$ cat src/hw/rtl/serial_command_parser_assert.svh
// Assertion macros shared by the serial command parser RTL.
`ifndef SERIAL_COMMAND_PARSER_ASSERT_SVH
`define SERIAL_COMMAND_PARSER_ASSERT_SVH

// Same-cycle implication, disabled during reset.
`define SCP_ASSERT_IMPL(label, ante, cons) \
	label: assert property (@(posedge clk) disable iff (!arst_n) (ante) |-> (cons)) \
		else $error("scp assertion failed");

// Next-cycle implication, disabled during reset.
`define SCP_ASSERT_NEXT(label, ante, cons) \
	label: assert property (@(posedge clk) disable iff (!arst_n) (ante) |=> (cons)) \
		else $error("scp assertion failed");

`endif

$ cat src/hw/rtl/scp_pkg.sv
// Types and constants for the serial command parser.
package scp_pkg;

	localparam int VALUE_COUNT_DEF = 2;

	localparam logic [7:0]  KEY_ESC     = 8'd27;
	localparam logic [7:0]  KEY_SPACE   = 8'h20;
	localparam logic [7:0]  KEY_ZERO    = 8'h30;
	localparam logic [7:0]  KEY_NINE    = 8'h39;
	localparam logic [7:0]  KEY_COMMA   = 8'h2c;
	localparam logic [7:0]  KEY_COLON   = 8'h3a;
	localparam logic [7:0]  KEY_S_LO    = 8'h73;
	localparam logic [7:0]  KEY_S_UP    = 8'h53;
	localparam logic [7:0]  KEY_R_LO    = 8'h72;
	localparam logic [7:0]  KEY_R_UP    = 8'h52;
	localparam logic [7:0]  KEY_V_LO    = 8'h76;
	localparam logic [7:0]  KEY_V_UP    = 8'h56;
	localparam logic [15:0] CODE_BOOT   = 16'd5511;
	localparam logic [15:0] CODE_REBOOT = 16'd1033;

	typedef enum logic [1:0] {
		PH_COMMAND,
		PH_TARGET,
		PH_NEXT,
		PH_VALUE
	} phase_t;

	typedef enum logic [1:0] {
		CMD_NONE,
		CMD_STATUS,
		CMD_RESET,
		CMD_VALVE
	} cmd_t;

	typedef enum logic [2:0] {
		ACT_STATUS,
		ACT_BOOT,
		ACT_REBOOT,
		ACT_BAD_CODE,
		ACT_VALVE,
		ACT_BAD_TARGET,
		ACT_BAD_CMD_CHAR,
		ACT_BAD_TARGET_CHAR
	} action_t;

	typedef struct packed {
		action_t     action;
		logic [3:0]  valve_number;
		logic [15:0] first_value;
		logic [15:0] second_value;
		logic [7:0]  offending_char;
	} result_t;

endpackage

$ cat src/hw/rtl/scp_parser.sv
// Parser state and per-byte decode for the serial command parser.
`include "serial_command_parser_assert.svh"

module scp_parser
	import scp_pkg::*;
#(
	parameter int VALUE_COUNT = VALUE_COUNT_DEF
) (
	input  logic       clk,
	input  logic       arst_n,
	input  logic       step,
	input  logic [7:0] byte_in,
	output logic       has_res,
	output result_t    res
);

	localparam int SLOT_W = (VALUE_COUNT > 1) ? $clog2(VALUE_COUNT) : 1;
	localparam logic [SLOT_W-1:0] LAST_SLOT = SLOT_W'(VALUE_COUNT - 1);

	phase_t            phase_q, phase_d;
	cmd_t              cmd_q, cmd_d;
	logic [3:0]        tgt_q, tgt_d;
	logic [SLOT_W-1:0] slot_q, slot_d;
	logic [15:0]       store_q [VALUE_COUNT];
	logic [15:0]       store_d [VALUE_COUNT];
	logic              clr;

	logic        is_digit, is_esc, above_sp, is_sep, is_s, is_r, is_v, last_slot;
	logic [3:0]  dig;
	logic [15:0] cur, acc, second_val;
	action_t     done_act;

	assign is_digit  = (byte_in >= KEY_ZERO) && (byte_in <= KEY_NINE);
	assign is_esc    = (byte_in == KEY_ESC);
	assign above_sp  = (byte_in > KEY_SPACE);
	assign is_sep    = (byte_in == KEY_COMMA) || (byte_in == KEY_COLON);
	assign is_s      = (byte_in == KEY_S_LO) || (byte_in == KEY_S_UP);
	assign is_r      = (byte_in == KEY_R_LO) || (byte_in == KEY_R_UP);
	assign is_v      = (byte_in == KEY_V_LO) || (byte_in == KEY_V_UP);
	assign dig       = 4'(byte_in - KEY_ZERO);
	assign last_slot = (slot_q == LAST_SLOT);
	assign cur       = store_q[slot_q];
	assign acc       = (cur << 3) + (cur << 1) + {12'b0, dig};

	generate
		if (VALUE_COUNT > 1) begin : g_second
			assign second_val = store_q[1];
		end else begin : g_no_second
			assign second_val = 16'b0;
		end
	endgenerate

	// next state
	always_comb begin
		phase_d = phase_q;
		cmd_d   = cmd_q;
		tgt_d   = tgt_q;
		slot_d  = slot_q;
		store_d = store_q;
		clr     = 1'b0;
		unique case (phase_q)
			PH_COMMAND: begin
				priority if (is_s) begin
					clr = 1'b1;
				end else if (is_r) begin
					cmd_d   = CMD_RESET;
					phase_d = PH_NEXT;
				end else if (is_v) begin
					cmd_d   = CMD_VALVE;
					phase_d = PH_TARGET;
				end else begin
					clr = above_sp;
				end
			end
			PH_TARGET: begin
				priority if (is_esc) begin
					clr = 1'b1;
				end else if (is_digit) begin
					tgt_d   = dig;
					phase_d = PH_NEXT;
				end else begin
					clr = above_sp;
				end
			end
			PH_NEXT: begin
				if (is_esc) begin
					clr = 1'b1;
				end else if (is_digit) begin
					store_d[slot_q] = {12'b0, dig};
					phase_d         = PH_VALUE;
				end
			end
			PH_VALUE: begin
				priority if (is_esc) begin
					clr = 1'b1;
				end else if (is_digit) begin
					store_d[slot_q] = acc;
				end else if (is_sep && !last_slot) begin
					slot_d  = slot_q + 1'b1;
					phase_d = PH_NEXT;
				end else begin
					clr = 1'b1;
				end
			end
			default: clr = 1'b1;
		endcase
	end

	always_comb begin
		priority if (cmd_q == CMD_RESET) begin
			priority if (store_q[0] == CODE_BOOT) done_act = ACT_BOOT;
			else if (store_q[0] == CODE_REBOOT) done_act = ACT_REBOOT;
			else done_act = ACT_BAD_CODE;
		end else begin
			done_act = (tgt_q <= 4'd1) ? ACT_VALVE : ACT_BAD_TARGET;
		end
	end

	// outputs
	always_comb begin
		has_res            = 1'b0;
		res.action         = done_act;
		res.valve_number   = tgt_q;
		res.first_value    = store_q[0];
		res.second_value   = second_val;
		res.offending_char = 8'b0;
		unique case (phase_q)
			PH_COMMAND: begin
				priority if (is_s) begin
					has_res    = 1'b1;
					res.action = ACT_STATUS;
				end else if (!is_r && !is_v && above_sp) begin
					has_res            = 1'b1;
					res.action         = ACT_BAD_CMD_CHAR;
					res.offending_char = byte_in;
				end else begin
					has_res = 1'b0;
				end
			end
			PH_TARGET: begin
				if (!is_esc && !is_digit && above_sp) begin
					has_res            = 1'b1;
					res.action         = ACT_BAD_TARGET_CHAR;
					res.offending_char = byte_in;
				end
			end
			PH_NEXT: has_res = 1'b0;
			PH_VALUE: has_res = !is_esc && !is_digit && !(is_sep && !last_slot);
			default: has_res = 1'b0;
		endcase
	end

	always_ff @(posedge clk or negedge arst_n) begin
		if (!arst_n) begin
			phase_q <= PH_COMMAND;
			cmd_q   <= CMD_NONE;
			tgt_q   <= 4'b0;
			slot_q  <= '0;
			for (int i = 0; i < VALUE_COUNT; i++) store_q[i] <= 16'b0;
		end else if (step) begin
			if (clr) begin
				phase_q <= PH_COMMAND;
				cmd_q   <= CMD_NONE;
				tgt_q   <= 4'b0;
				slot_q  <= '0;
				for (int i = 0; i < VALUE_COUNT; i++) store_q[i] <= 16'b0;
			end else begin
				phase_q <= phase_d;
				cmd_q   <= cmd_d;
				tgt_q   <= tgt_d;
				slot_q  <= slot_d;
				store_q <= store_d;
			end
		end
	end

	`SCP_ASSERT_IMPL(a_slot_range, 1'b1, slot_q <= LAST_SLOT)
	`SCP_ASSERT_IMPL(a_idle_clean, phase_q == PH_COMMAND, (cmd_q == CMD_NONE) && (slot_q == '0))
	`SCP_ASSERT_IMPL(a_target_valve, phase_q == PH_TARGET, cmd_q == CMD_VALVE)

endmodule

$ cat src/hw/rtl/scp_out_reg.sv
// Result register for the serial command parser output channel.
module scp_out_reg
	import scp_pkg::*;
(
	input  logic    clk,
	input  logic    arst_n,
	input  logic    load,
	input  result_t res_in,
	input  logic    out_stall,
	output logic    out_vld,
	output result_t res_q
);

	logic vld_q;

	always_ff @(posedge clk or negedge arst_n) begin
		if (!arst_n) begin
			vld_q <= 1'b0;
		end else if (load) begin
			vld_q <= 1'b1;
		end else if (!out_stall) begin
			vld_q <= 1'b0;
		end
	end

	always_ff @(posedge clk) begin
		if (load) begin
			res_q <= res_in;
		end
	end

	assign out_vld = vld_q;

endmodule

$ cat src/hw/rtl/serial_command_parser.sv
// Serial command parser top level.
// Takes one received byte per transaction on the input channel (in_valid,
// in_stall, rx_byte) and decodes the s, r<n> and v<d><n> commands.
// A completed command, or a bad command or target character, yields one
// result transaction on the output channel (out_valid, out_stall, action,
// valve_number, first_value, second_value, offending_char).
// Datapath: an accepted byte waits in the input register and is decoded
// combinationally; its result, if any, goes into the result register
// that drives the output ports. Throughput: one byte per cycle while the
// receiver does not stall, set by the input and result registers.
// When the receiver stalls, the result register holds; the byte in the
// input register waits and in_stall rises until the result is taken.
// A byte that gives no result still needs the result register free.
// Reset clears the parser to the command phase, drops any held byte and
// any pending result.
`include "serial_command_parser_assert.svh"

module serial_command_parser
	import scp_pkg::*;
#(
	parameter int VALUE_COUNT = VALUE_COUNT_DEF
) (
	input  logic        clk,
	input  logic        arst_n,
	input  logic        in_valid,
	output logic        in_stall,
	input  logic [7:0]  rx_byte,
	output logic        out_valid,
	input  logic        out_stall,
	output logic [2:0]  action,
	output logic [3:0]  valve_number,
	output logic [15:0] first_value,
	output logic [15:0] second_value,
	output logic [7:0]  offending_char
);

	logic       s1_vld_q;
	logic [7:0] rx_byte_s1;
	logic       step, accept, has_res, out_vld;
	result_t    res, res_q;

	assign step     = s1_vld_q && (!out_vld || !out_stall);
	assign in_stall = s1_vld_q && !step;
	assign accept   = in_valid && !in_stall;

	always_ff @(posedge clk or negedge arst_n) begin
		if (!arst_n) begin
			s1_vld_q <= 1'b0;
		end else if (accept) begin
			s1_vld_q <= 1'b1;
		end else if (step) begin
			s1_vld_q <= 1'b0;
		end
	end

	always_ff @(posedge clk) begin
		if (accept) begin
			rx_byte_s1 <= rx_byte;
		end
	end

	scp_parser #(
		.VALUE_COUNT(VALUE_COUNT)
	) u_parser (
		.clk     (clk),
		.arst_n  (arst_n),
		.step    (step),
		.byte_in (rx_byte_s1),
		.has_res (has_res),
		.res     (res)
	);

	scp_out_reg u_out (
		.clk       (clk),
		.arst_n    (arst_n),
		.load      (step && has_res),
		.res_in    (res),
		.out_stall (out_stall),
		.out_vld   (out_vld),
		.res_q     (res_q)
	);

	assign out_valid      = out_vld;
	assign action         = res_q.action;
	assign valve_number   = res_q.valve_number;
	assign first_value    = res_q.first_value;
	assign second_value   = res_q.second_value;
	assign offending_char = res_q.offending_char;

	`SCP_ASSERT_NEXT(a_result_lands, step && has_res, out_vld)
	`SCP_ASSERT_NEXT(a_byte_held, s1_vld_q && !step, s1_vld_q && $stable(rx_byte_s1))
	`SCP_ASSERT_NEXT(a_result_held, out_vld && out_stall, out_vld && $stable(res_q))

endmodule
$ cat config.mk
export PLATFORM = sky130hd
export DESIGN_NAME = serial_command_parser
export DESIGN_NICKNAME = d
export VERILOG_FILES = /design/src/hw/rtl/scp_pkg.sv /design/src/hw/rtl/scp_parser.sv /design/src/hw/rtl/scp_out_reg.sv /design/src/hw/rtl/serial_command_parser.sv
export VERILOG_INCLUDE_DIRS = /design/src /design/src/hw/rtl
export SDC_FILE = /design/constraint.sdc
export NUM_CORES = 1
export LEC_CHECK = 0
export BUFFER_PORTS_ARGS = -buffer_cell sky130_fd_sc_hd__buf_2
export CORE_AREA = 3 3 126 128
export CTS_BUF_LIST = sky130_fd_sc_hd__clkbuf_4
export DETAILED_ROUTE_END_ITERATION = 6
export DIE_AREA = 0 0 129 131
export PLACE_DENSITY = 0.51
export SYNTH_ARGS = -nofsm -noshare
export SYNTH_HDL_FRONTEND = slang
export SYNTH_SLANG_ARGS = --single-unit
$ cat constraint.sdc
create_clock -name clk -period 13.25 [get_ports clk]
set_input_delay 0.6625 -clock clk [delete_from_list [all_inputs] [get_ports clk]]
set_output_delay 0.6625 -clock clk [all_outputs]
set_load 0.005 [all_outputs]
==> results of run 1 <==
cells in the mapped netlist, types with 3 or more instances:
library cell / number
nand3_1: 35
or3_1: 4
nor2b_1: 3
o31ai_1: 5
a32o_1: 3
a21oi_1: 12
nand2_1: 26
mux2i_1: 7
nor3_1: 3
inv_1: 10
nand2b_1: 3
nand4_1: 4
a21o_1: 6
o21ai_1: 24
nor2_1: 22
edfxtp_1: 55
dfrtp_1: 43
clkbuf_1: 10
nand4b_1: 3
o21ai_0: 11
buf_1: 3
mux2_2: 15
buf_4: 4
and2_1: 11
ha_1: 26
and3_1: 6
o21a_1: 3
xor2_1: 4
nor4b_1: 5
xnor2_1: 6
area by class of cell:
type,count,area share
clock buffers,11,0.0150
well taps,188,0.0426
repair buffers,65,0.0612
flip-flops and latches,98,0.494
clock inverters,5,0.00997
inverters,10,0.00680
multi-input cells,286,0.371
placed cells by master, fill, tap and decap left out, types with 3 or more instances in the layout:
cell,Yosys,final
buf_2,0,60
edfxtp_1,55,55
dfrtp_1,43,43
nand3_1,35,35
nand2_1,26,26
ha_1,26,26
o21ai_1,24,24
nor2_1,22,22
mux2_2,15,15
a21oi_1,12,12
o21ai_0,11,11
and2_1,11,11
clkbuf_4,0,11
inv_1,10,10
mux2i_1,7,7
and3_1,6,6
a21o_1,6,6
xnor2_1,6,6
nor4b_1,5,5
o31ai_1,5,5
buf_4,4,5
nand4_1,4,4
or3_1,4,4
xor2_1,4,4
nand4b_1,3,3
nor2b_1,3,3
o21a_1,3,3
nand2b_1,3,3
a32o_1,3,3
routing by layer:
metal,GRT usage,vias up,routed length (µm)
li1,-,1654,-
met1,0.185,1619,5020
met2,0.215,56,5260
met3,0.0260,7,393
met4,0.0358,0,114
met5,0,-,0
critical path: cells and delay by family, from the launching register on:
kind / cells / cell delay [ns]
compound gates: 5 / 1.29
flops: 1 / 0.58
fa+ha+maj: 2 / 0.52
mux: 1 / 0.37
simple gates: 1 / 0.31
buf+inv: 1 / 0.30
flip-flops by register name, indices dropped and copies added (netlist names):
name and count:
s1_vld_q 1, u_parser.phase_q 2, u_parser.cmd_q 2, u_out.out_vld 1, rx_byte_s1 8, u_parser.tgt_q 4, u_parser.res 16, u_parser.last_slot 1
u_parser.second_val 16, u_out.res_q 47
logic make-up after synthesis:
group           share of synthesized area
simple gates                        0.159
fa+ha+maj                          0.0746
compound gates                      0.114
buf+inv                            0.0261
flops                               0.557
xor+xnor                           0.0179
mux                                0.0519
power by group through the flow:
stage	Sequential, mW	Clock, mW	Combinational [mW]
after detailed placement	0.370	0	0.0773
after floorplan	0.371	0	0.0428
after global routing	0.366	0.178	0.0851
final	0.363	0.158	0.0753
after CTS	0.363	0.165	0.0776
after global placement	0.370	0	0.0764
worst max-delay path by stage:
stage	to	slack (ns)	cells after the start
final	u_parser.second_val[15]$_DFFE_PN0P_	9.81	10
after global routing	u_parser.second_val[15]$_DFFE_PN0P_	9.54	10
after CTS	u_parser.second_val[14]$_DFFE_PN0P_	9.77	10
after detailed placement	u_parser.second_val[14]$_DFFE_PN0P_	9.81	10
after global placement	u_parser.res[38]$_DFFE_PN0P_	9.90	10
after floorplan	u_out.res_q[0]$_SDFFCE_PP0P_	8.10	6
==> out/results.ini, run 1 <==
[outcome]
outcome=completed

[synthesis]
synth.avg_cell_area_um2=11.9
synthCells=412
synth_top_area_cell=edfxtp_1
synth_area_leaders=edfxtp_1, dfrtp_1, ha_1
synth_edf_count=55
yosys_warnings=0
ys_seq_area_frac=0.557
synthFlopType=edfxtp_1
syn_area_um2=4900
synth-async-reset-ratio=0.439
synth.distinct_cells=61
yosysTopAreaCellShare=0.337
syn_nets=452
ys_ff_latch=98

[pwr]
switching_share=0.258
p_int_uw=442
peakVddDrop_mv=0.0325
switchingPower_uw=154
clkPwrFrac=0.265
p_per_area_nw_per_um2=108
p_leak_nw=2.48
combPwrFrac=0.126
seqPwrFrac=0.609
finalPower_uw=596

[die]
die_area_um2=16900
core_area_um2=15000
start_util=0.327
std_cell_rows=45
io_pins=61
dieWidth_um=129
die_h_um=131

[sta]
final-max-slew-violation-count=0
finalHoldViolCount=0
setup_ws_ns=9.81
post-route-min-period_ns=3.44
finalHoldWorstSlack_ns=0.368
setup_viol=0
slew_headroom=0.336
skew_ns=0.0126
finalCritPeriodShare=0.259
worst_pin_slew_ns=0.996
setup_tns_ns=0
fmax_ghz=0.291
rsz0062_at_grt=false

[setup_path]
critPathSlowestCell=dfrtp_1
r2r_end=u_parser.second_val[15]$_DFFE_PN0P_
cpMostUsedCell=ha_1
cp-end-kind=register
crit-reg2reg-launch=u_parser.last_slot$_DFFE_PN0P_
rrSetupSlack_ns=9.81
startpoint_type=register
worstSetupPathType=reg -> reg
crit_chain=buf_4, mux2_2, ha_1, ha_1, a2111oi_2, a31oi_1, o22a_1, nor4b_1, a211oi_1, o31ai_1
cp_data_arrival_time_ns=3.80
worstPathMaxFanout=15
slowest_delay_ns=0.58
worst_ep_required_time_ns=13.61
critPathLaunch=u_parser.last_slot$_DFFE_PN0P_
worst_r2r_path_depth=10

[finish]
layout-drive-gt1-share=0.234
diodes=0
final_cell_count_no_fill=663
multi_input_area_um2=2050
area_delta_synth_final_pct=12.8
post-route-util=0.369
finish.instance_area_um2=5520
num-fill-cells=1506
final_nets=510
regArea_um2=2730

[clock_network]
cts.clk_slew.worst_paths_ns=0.14
clock-root-buffer=clkbuf_4
post_cts_buffers=0
ctsHoldBuffers=0
cts_resized=0
cts.sinks=98
clkLatencyLatePin_ns=0.44
numCtsBuffers=9
cts_tree=done
clk_path_buf_depth=2
cts_max_level=3

[place]
placed_area_um2=5390
dpl.cell_count=647
io_buffers=60
dp_hpwl_um=7880
gp_congestion=0.801
pre_cts_ws_ns=9.81

[detailed_routing]
vias_per_cell=5.03
totalWireLength_um=10800
drc_errors=0
first_iter_violations=184
wl_per_cell_um=16.3
firstDrtPassIters=4
antenna_left=0
vias=3336

[global_route]
antenna_found_initial=0
first_global_vias=3234
grt_max_degree=44
grt_overflow=0
grt_pass1_wl_um=17500
grtUsageTotal=0.133

[min_path]
hp-class=in -> async

[flow_run]
drv_cap=0

Note: power is estimated with default switching activity, not from simulation.
==> run 2: changes to the inputs <==
--- a/config.mk
+++ b/config.mk
@@ -11,7 +11,7 @@
 export CTS_BUF_LIST = sky130_fd_sc_hd__clkbuf_4
 export DETAILED_ROUTE_END_ITERATION = 6
 export DIE_AREA = 0 0 129 131
-export PLACE_DENSITY = 0.51
+export PLACE_DENSITY = 0.53
 export SYNTH_ARGS = -nofsm -noshare
 export SYNTH_HDL_FRONTEND = slang
 export SYNTH_SLANG_ARGS = --single-unit
==> constraint.sdc (replaced) <==
create_clock -name clk -period 2.9 [get_ports clk]
set_input_delay 0.145 -clock clk [delete_from_list [all_inputs] [get_ports clk]]
set_output_delay 0.145 -clock clk [all_outputs]
set_load 0.005 [all_outputs]
==> out/results.ini, run 2 (synthesis results as in run 1) <==
[outcome]
outcome=finished with violations
violations=setup timing

[global_route]
grt_overflow=0  ; unchanged
first_global_vias=3674  ; +14%
grt_pass1_wl_um=18700  ; +6.7%
grt_max_degree=44  ; unchanged
antenna_found_initial=0  ; unchanged
grtUsageTotal=0.142  ; +0.00824

[place]
io_buffers=60  ; unchanged
pre_cts_ws_ns=-0.220  ; -10.03 ns
dp_hpwl_um=8430  ; +7.0%
gp_congestion=0.866  ; +8.1%

[sta]
setup_ws_ns=-0.103  ; -9.92 ns
slew_headroom=0.335  ; -0.00112
finalHoldViolCount=0  ; unchanged
skew_ns=0.0154  ; +0.00289 ns
finalCritPeriodShare=1.04  ; +0.776
final-max-slew-violation-count=0  ; unchanged
setup_tns_ns=-0.608  ; -0.608 ns
setup_viol=8  ; +8
worst_pin_slew_ns=0.997  ; +0.00168 ns
post-route-min-period_ns=3.00  ; -0.434 ns
fmax_ghz=0.333  ; +14%
rsz0062_at_grt=true
finalHoldWorstSlack_ns=0.380  ; +0.0123 ns

[finish]
layout-drive-gt1-share=0.336  ; +0.103
final_common_cell=buf_2
post-route-util=0.409  ; +0.0399
area_delta_synth_final_pct=25.0
largest-register=u_out.res_q
diodes=0  ; unchanged
largest_register_ffs=47  ; unchanged
final_cell_mix=buf_2, edfxtp_1, buf_4, dfrtp_1, nand3_1
final_nets=564  ; +11%

[pwr]
finalPower_mw=2.70  ; +350%
peakVddDrop_mv=0.151  ; +360%
p_leak_nw=2.74  ; +10%
p_per_area_nw_per_um2=441  ; +310%

[detailed_routing]
drc_errors=0  ; unchanged
totalWireLength_um=11500  ; +7.1%
vias_per_cell=4.98  ; -0.93%
firstDrtPassIters=4  ; unchanged
first_iter_violations=175  ; -4.9%
wl_per_cell_um=16.1  ; -0.99%
antenna_left=0  ; unchanged
vias=3574  ; +7.1%

[die]
dieWidth_um=129  ; unchanged
std_cell_rows=45  ; unchanged
core_area_um2=15000  ; unchanged
io_pins=61  ; unchanged
die_area_um2=16900  ; unchanged
start_util=0.327  ; unchanged
die_h_um=131  ; unchanged

[clock_network]
cts.sinks=98  ; unchanged
numCtsBuffers=9  ; unchanged
cts_max_level=3  ; unchanged
clk_path_buf_depth=2  ; unchanged
cts_tree=done
cts.clk_slew.worst_paths_ns=0.15  ; about the same
clock-root-buffer=clkbuf_4
clkLatencyLatePin_ns=0.46  ; +0.02 ns

[setup_path]
crit-reg2reg-launch=u_parser.last_slot$_DFFE_PN0P_
critPathLaunch=u_parser.last_slot$_DFFE_PN0P_
worstPathMaxFanout=4  ; -11
crit_chain=buf_6, mux2_2, fa_1, buf_4, inv_4, fa_2, nor2b_4, o31ai_4, a21oi_2, o311ai_1, nand2_1, xor2_1, a32o_1
slowest_delay_ns=0.47  ; -0.11 ns
r2r_end=u_parser.second_val[14]$_DFFE_PN0P_
critPathSlowestCell=fa_1
cp-end-kind=register
worst_r2r_path_depth=13  ; +3
worstSetupPathType=reg -> reg
startpoint_type=register
cp_data_arrival_time_ns=3.37  ; -0.43 ns
worst_ep_required_time_ns=3.27  ; -10.34 ns
rrSetupSlack_ns=-0.10  ; -9.92 ns

[min_path]
hp-class=in -> async

[flow_run]
drv_cap=0  ; unchanged

[run 2: worst max path at each step]
stage | end | slack [ns] | cells past startpoint
after floorplan | u_out.res_q[0]$_SDFFCE_PP0P_ | -0.07 | 6
after global placement | u_parser.second_val[14]$_DFFE_PN0P_ | -0.12 | 11
after detailed placement | u_parser.res[39]$_DFFE_PN0P_ | -0.22 | 11
after CTS | u_parser.res[39]$_DFFE_PN0P_ | -0.07 | 11
after global routing | u_parser.res[39]$_DFFE_PN0P_ | -0.26 | 11
final | u_parser.second_val[14]$_DFFE_PN0P_ | -0.10 | 13
[run 2: critical path, delay by kind of cell, from the launching register on]
kind / cells / cell delay [ns]
simple gates: 2 / 0.15
mux: 1 / 0.37
buf+inv: 3 / 0.33
compound gates: 4 / 0.83
fa+ha+maj: 2 / 0.70
flops: 1 / 0.39
xor+xnor: 1 / 0.16
[run 2: repair_timing]
action,in CTS,in global routing
buffers inserted,3,4
setup endpoints to repair,8,14
hold endpoints to repair,53,0
hold buffers,12,0
resized for setup,9,15
pin swaps,5,5
[run 2: power breakdown]
part	total, mW	internal [mW]	switching [mW]	leakage (nW)
Combinational	0.396	0.168	0.228	1.53
Clock	0.651	0.194	0.457	0.0682
Sequential	1.65	1.60	0.0449	1.13
Total	2.70	1.97	0.730	2.74
[run 2: metrics by stage]
step	area, µm²	cells
finish	6120	717
global route	6120	717
CTS	6030	713
detailed placement	5730	682
global placement	5730	682
floorplan	4990	412
[run 2: final cells by class]
cell class | instances | area, µm²
clock buffer | 11 | 82.6
timing repair buffer | 119 | 790
tap | 188 | 235
sequential | 98 | 2730
fill | 1432 | 8860
inverter | 10 | 40.0
multi-input combinational | 286 | 2210
clock inverter | 5 | 31.3
[run 2: layer usage]
metal / global-route usage / part of all wire
met2: 0.237 / 0.48
met1: 0.189 / 0.47
met3: 0.0244 / 0.034
met4: 0.0445 / 0.018
met5: 0 / 0
==> run 3: changes to the inputs <==
--- a/config.mk
+++ b/config.mk
@@ -6,7 +6,7 @@
 export SDC_FILE = /design/constraint.sdc
 export NUM_CORES = 1
 export LEC_CHECK = 0
-export BUFFER_PORTS_ARGS = -buffer_cell sky130_fd_sc_hd__buf_2
+export BUFFER_PORTS_ARGS = -buffer_cell sky130_fd_sc_hd__buf_4
 export CORE_AREA = 3 3 126 128
 export CTS_BUF_LIST = sky130_fd_sc_hd__clkbuf_4
 export DETAILED_ROUTE_END_ITERATION = 6
==> out/results.ini, run 3 (synthesis results as in run 1) <==
[sta]
finalHoldViolCount=0  ; unchanged
setup_ws_ns=-0.0977  ; +0.00550 ns
worst_pin_slew_ns=0.577  ; -0.421 ns
rsz0062_at_grt=true
post-route-min-period_ns=3.00  ; -0.00550 ns
skew_ns=0.0215  ; +0.00605 ns
setup_viol=10  ; +2
finalCritPeriodShare=1.03  ; -0.00189
fmax_ghz=0.334  ; +0.18%
slew_headroom=0.616  ; +0.281
finalHoldWorstSlack_ns=0.200  ; -0.180 ns
final-max-slew-violation-count=0  ; unchanged

[pwr]
p_leak_nw=2.79  ; +2.1%
p_per_area_nw_per_um2=430  ; -2.3%
peakVddDrop_mv=0.150  ; -0.57%

[die]
die_area_um2=16900  ; unchanged
std_cell_rows=45  ; unchanged
core_area_um2=15000  ; unchanged
die_h_um=131  ; unchanged
start_util=0.327  ; unchanged
dieWidth_um=129  ; unchanged
io_pins=61  ; unchanged

[detailed_routing]
vias_per_cell=5.06  ; +1.5%
first_iter_violations=172  ; -1.7%
wl_per_cell_um=16.8  ; +4.6%
totalWireLength_um=12200  ; +5.3%
antenna_left=0  ; unchanged
drc_errors=0  ; unchanged
firstDrtPassIters=4  ; unchanged
vias=3652  ; +2.2%

[min_path]
hp-class=in -> async

[global_route]
grt_overflow=0  ; unchanged
antenna_found_initial=0  ; unchanged
grt_pass1_wl_um=19300  ; +3.0%
grt_max_degree=44  ; unchanged
grtUsageTotal=0.147  ; +0.00501
first_global_vias=3598  ; -2.1%

[setup_path]
critPathSlowestCell=fa_1
r2r_end=u_parser.res[39]$_DFFE_PN0P_
startpoint_type=register
crit_chain=buf_6, mux2_4, fa_1, ha_1, a21o_1, nand4_1, a31oi_2, o22a_2, nor4b_4, a211oi_2, o31ai_1
rrSetupSlack_ns=-0.1  ; about the same
worst_r2r_path_depth=11  ; -2
critPathLaunch=u_parser.last_slot$_DFFE_PN0P_
crit_buf_inv=1  ; -2
worst_ep_required_time_ns=3.26  ; about the same
cp_num_cells=11  ; -2
worstPathMaxFanout=4  ; unchanged
cp-end-kind=register
cp_top_family=compound AO/OA/AOI/OAI gates
cp_data_arrival_time_ns=3.36  ; about the same
crit_end=u_parser.res[39]$_DFFE_PN0P_
slowest_delay_ns=0.49  ; +0.02 ns
worstSetupPathType=reg -> reg
crit-reg2reg-launch=u_parser.last_slot$_DFFE_PN0P_

[clock_network]
numCtsBuffers=9  ; unchanged
clk_path_buf_depth=2  ; unchanged
cts_max_level=3  ; unchanged
cts.clk_slew.worst_paths_ns=0.16  ; about the same
cts_tree=done
clkLatencyLatePin_ns=0.46  ; about the same
cts.sinks=98  ; unchanged
clock-root-buffer=clkbuf_4

[finish]
area_delta_synth_final_pct=30.9
largest-register=u_out.res_q
multi_input_area_um2=2310  ; +4.6%
largest_register_ffs=47  ; unchanged
num-fill-cells=1463  ; +2.2%
post-route-util=0.428  ; +0.0194
final_nets=568  ; +0.71%
final_common_cell=buf_4
final_cell_mix=buf_4, edfxtp_1, dfrtp_1, nand3_1, nand2_1
layout-drive-gt1-share=0.355  ; +0.0181
regArea_um2=2730  ; unchanged

[place]
io_buffers=60  ; unchanged
dp_hpwl_um=8550  ; +1.3%
gp_congestion=0.877  ; +1.3%

[outcome]
outcome=finished with violations
violations=setup timing

[flow_run]
drv_cap=0  ; unchanged

run 3: through the flow:
stage | setup TNS, ns | cell area, µm² | cells | worst slack (ns) | total power [mW]
after global placement | -0.581 | 5870 | 680 | -0.0717 | 2.11
after floorplan | -3.20 | 4990 | 412 | -0.0682 | 1.89
final | -0.490 | 6410 | 722 | -0.0977 | 2.76
after detailed placement | -1.29 | 5870 | 680 | -0.204 | 2.12
after CTS | -0.639 | 6250 | 714 | -0.153 | 2.79
after global routing | -2.24 | 6410 | 721 | -0.253 | 2.90
run 3: cell type report:
class,count,share of cell area
diodes,1,0.000390
clock buffers,11,0.0129
clock inverters,5,0.00488
inverters,10,0.00586
multi-input cells,286,0.361
flip-flops and latches,98,0.426
well taps,188,0.0367
repair buffers,123,0.153
run 3: worst register-to-register path: cells and delay by family, from the launching register on:
| family | cells | cell delay, ns |
|---|---|---|
| AO/OA/AOI/OAI | 5 | 0.89 |
| adder cells (fa/ha/maj) | 2 | 0.80 |
| flip-flops | 1 | 0.44 |
| AND/OR/NAND/NOR | 2 | 0.35 |
| multiplexers | 1 | 0.30 |
| buffers and inverters | 1 | 0.14 |
run 3: how the worst min path moves through the flow:
stage | startpoint | to | slack [ns] | cells past startpoint
2_1_floorplan | arst_n | s1_vld_q$_DFFE_PN0P_ | -0.15 | 0
3_3_place_gp | arst_n | u_parser.second_val[10]$_DFFE_PN0P_ | 0.19 | 1
3_5_place_dp | arst_n | u_parser.second_val[13]$_DFFE_PN0P_ | 0.18 | 1
4_1_cts | arst_n | u_parser.res[31]$_DFFE_PN0P_ | 0.20 | 2
5_1_grt | arst_n | u_parser.second_val[13]$_DFFE_PN0P_ | 0.25 | 2
6_report | arst_n | u_parser.res[31]$_DFFE_PN0P_ | 0.20 | 2
run 3: repair_timing:
action | 4_1_cts | 5_1_grt
setup buffers | 7 | 7
endpoints found under the setup margin | 12 | 14
pin swaps | 9 | 15
hold buffers | 11 | 0
endpoints found under the hold margin | 53 | 0
resized for setup | 18 | 21
run 3: power by group:
group	total [mW]	switching, mW	internal (mW)
Clock	0.666	0.471	0.195
Sequential	1.66	0.0522	1.61
Combinational	0.436	0.225	0.210
run 3: routing by layer:
layer  share of wire  global-route usage
met1            0.46               0.200
met2            0.49               0.241
met3           0.030              0.0211
met4           0.017              0.0500
met5               0                   0
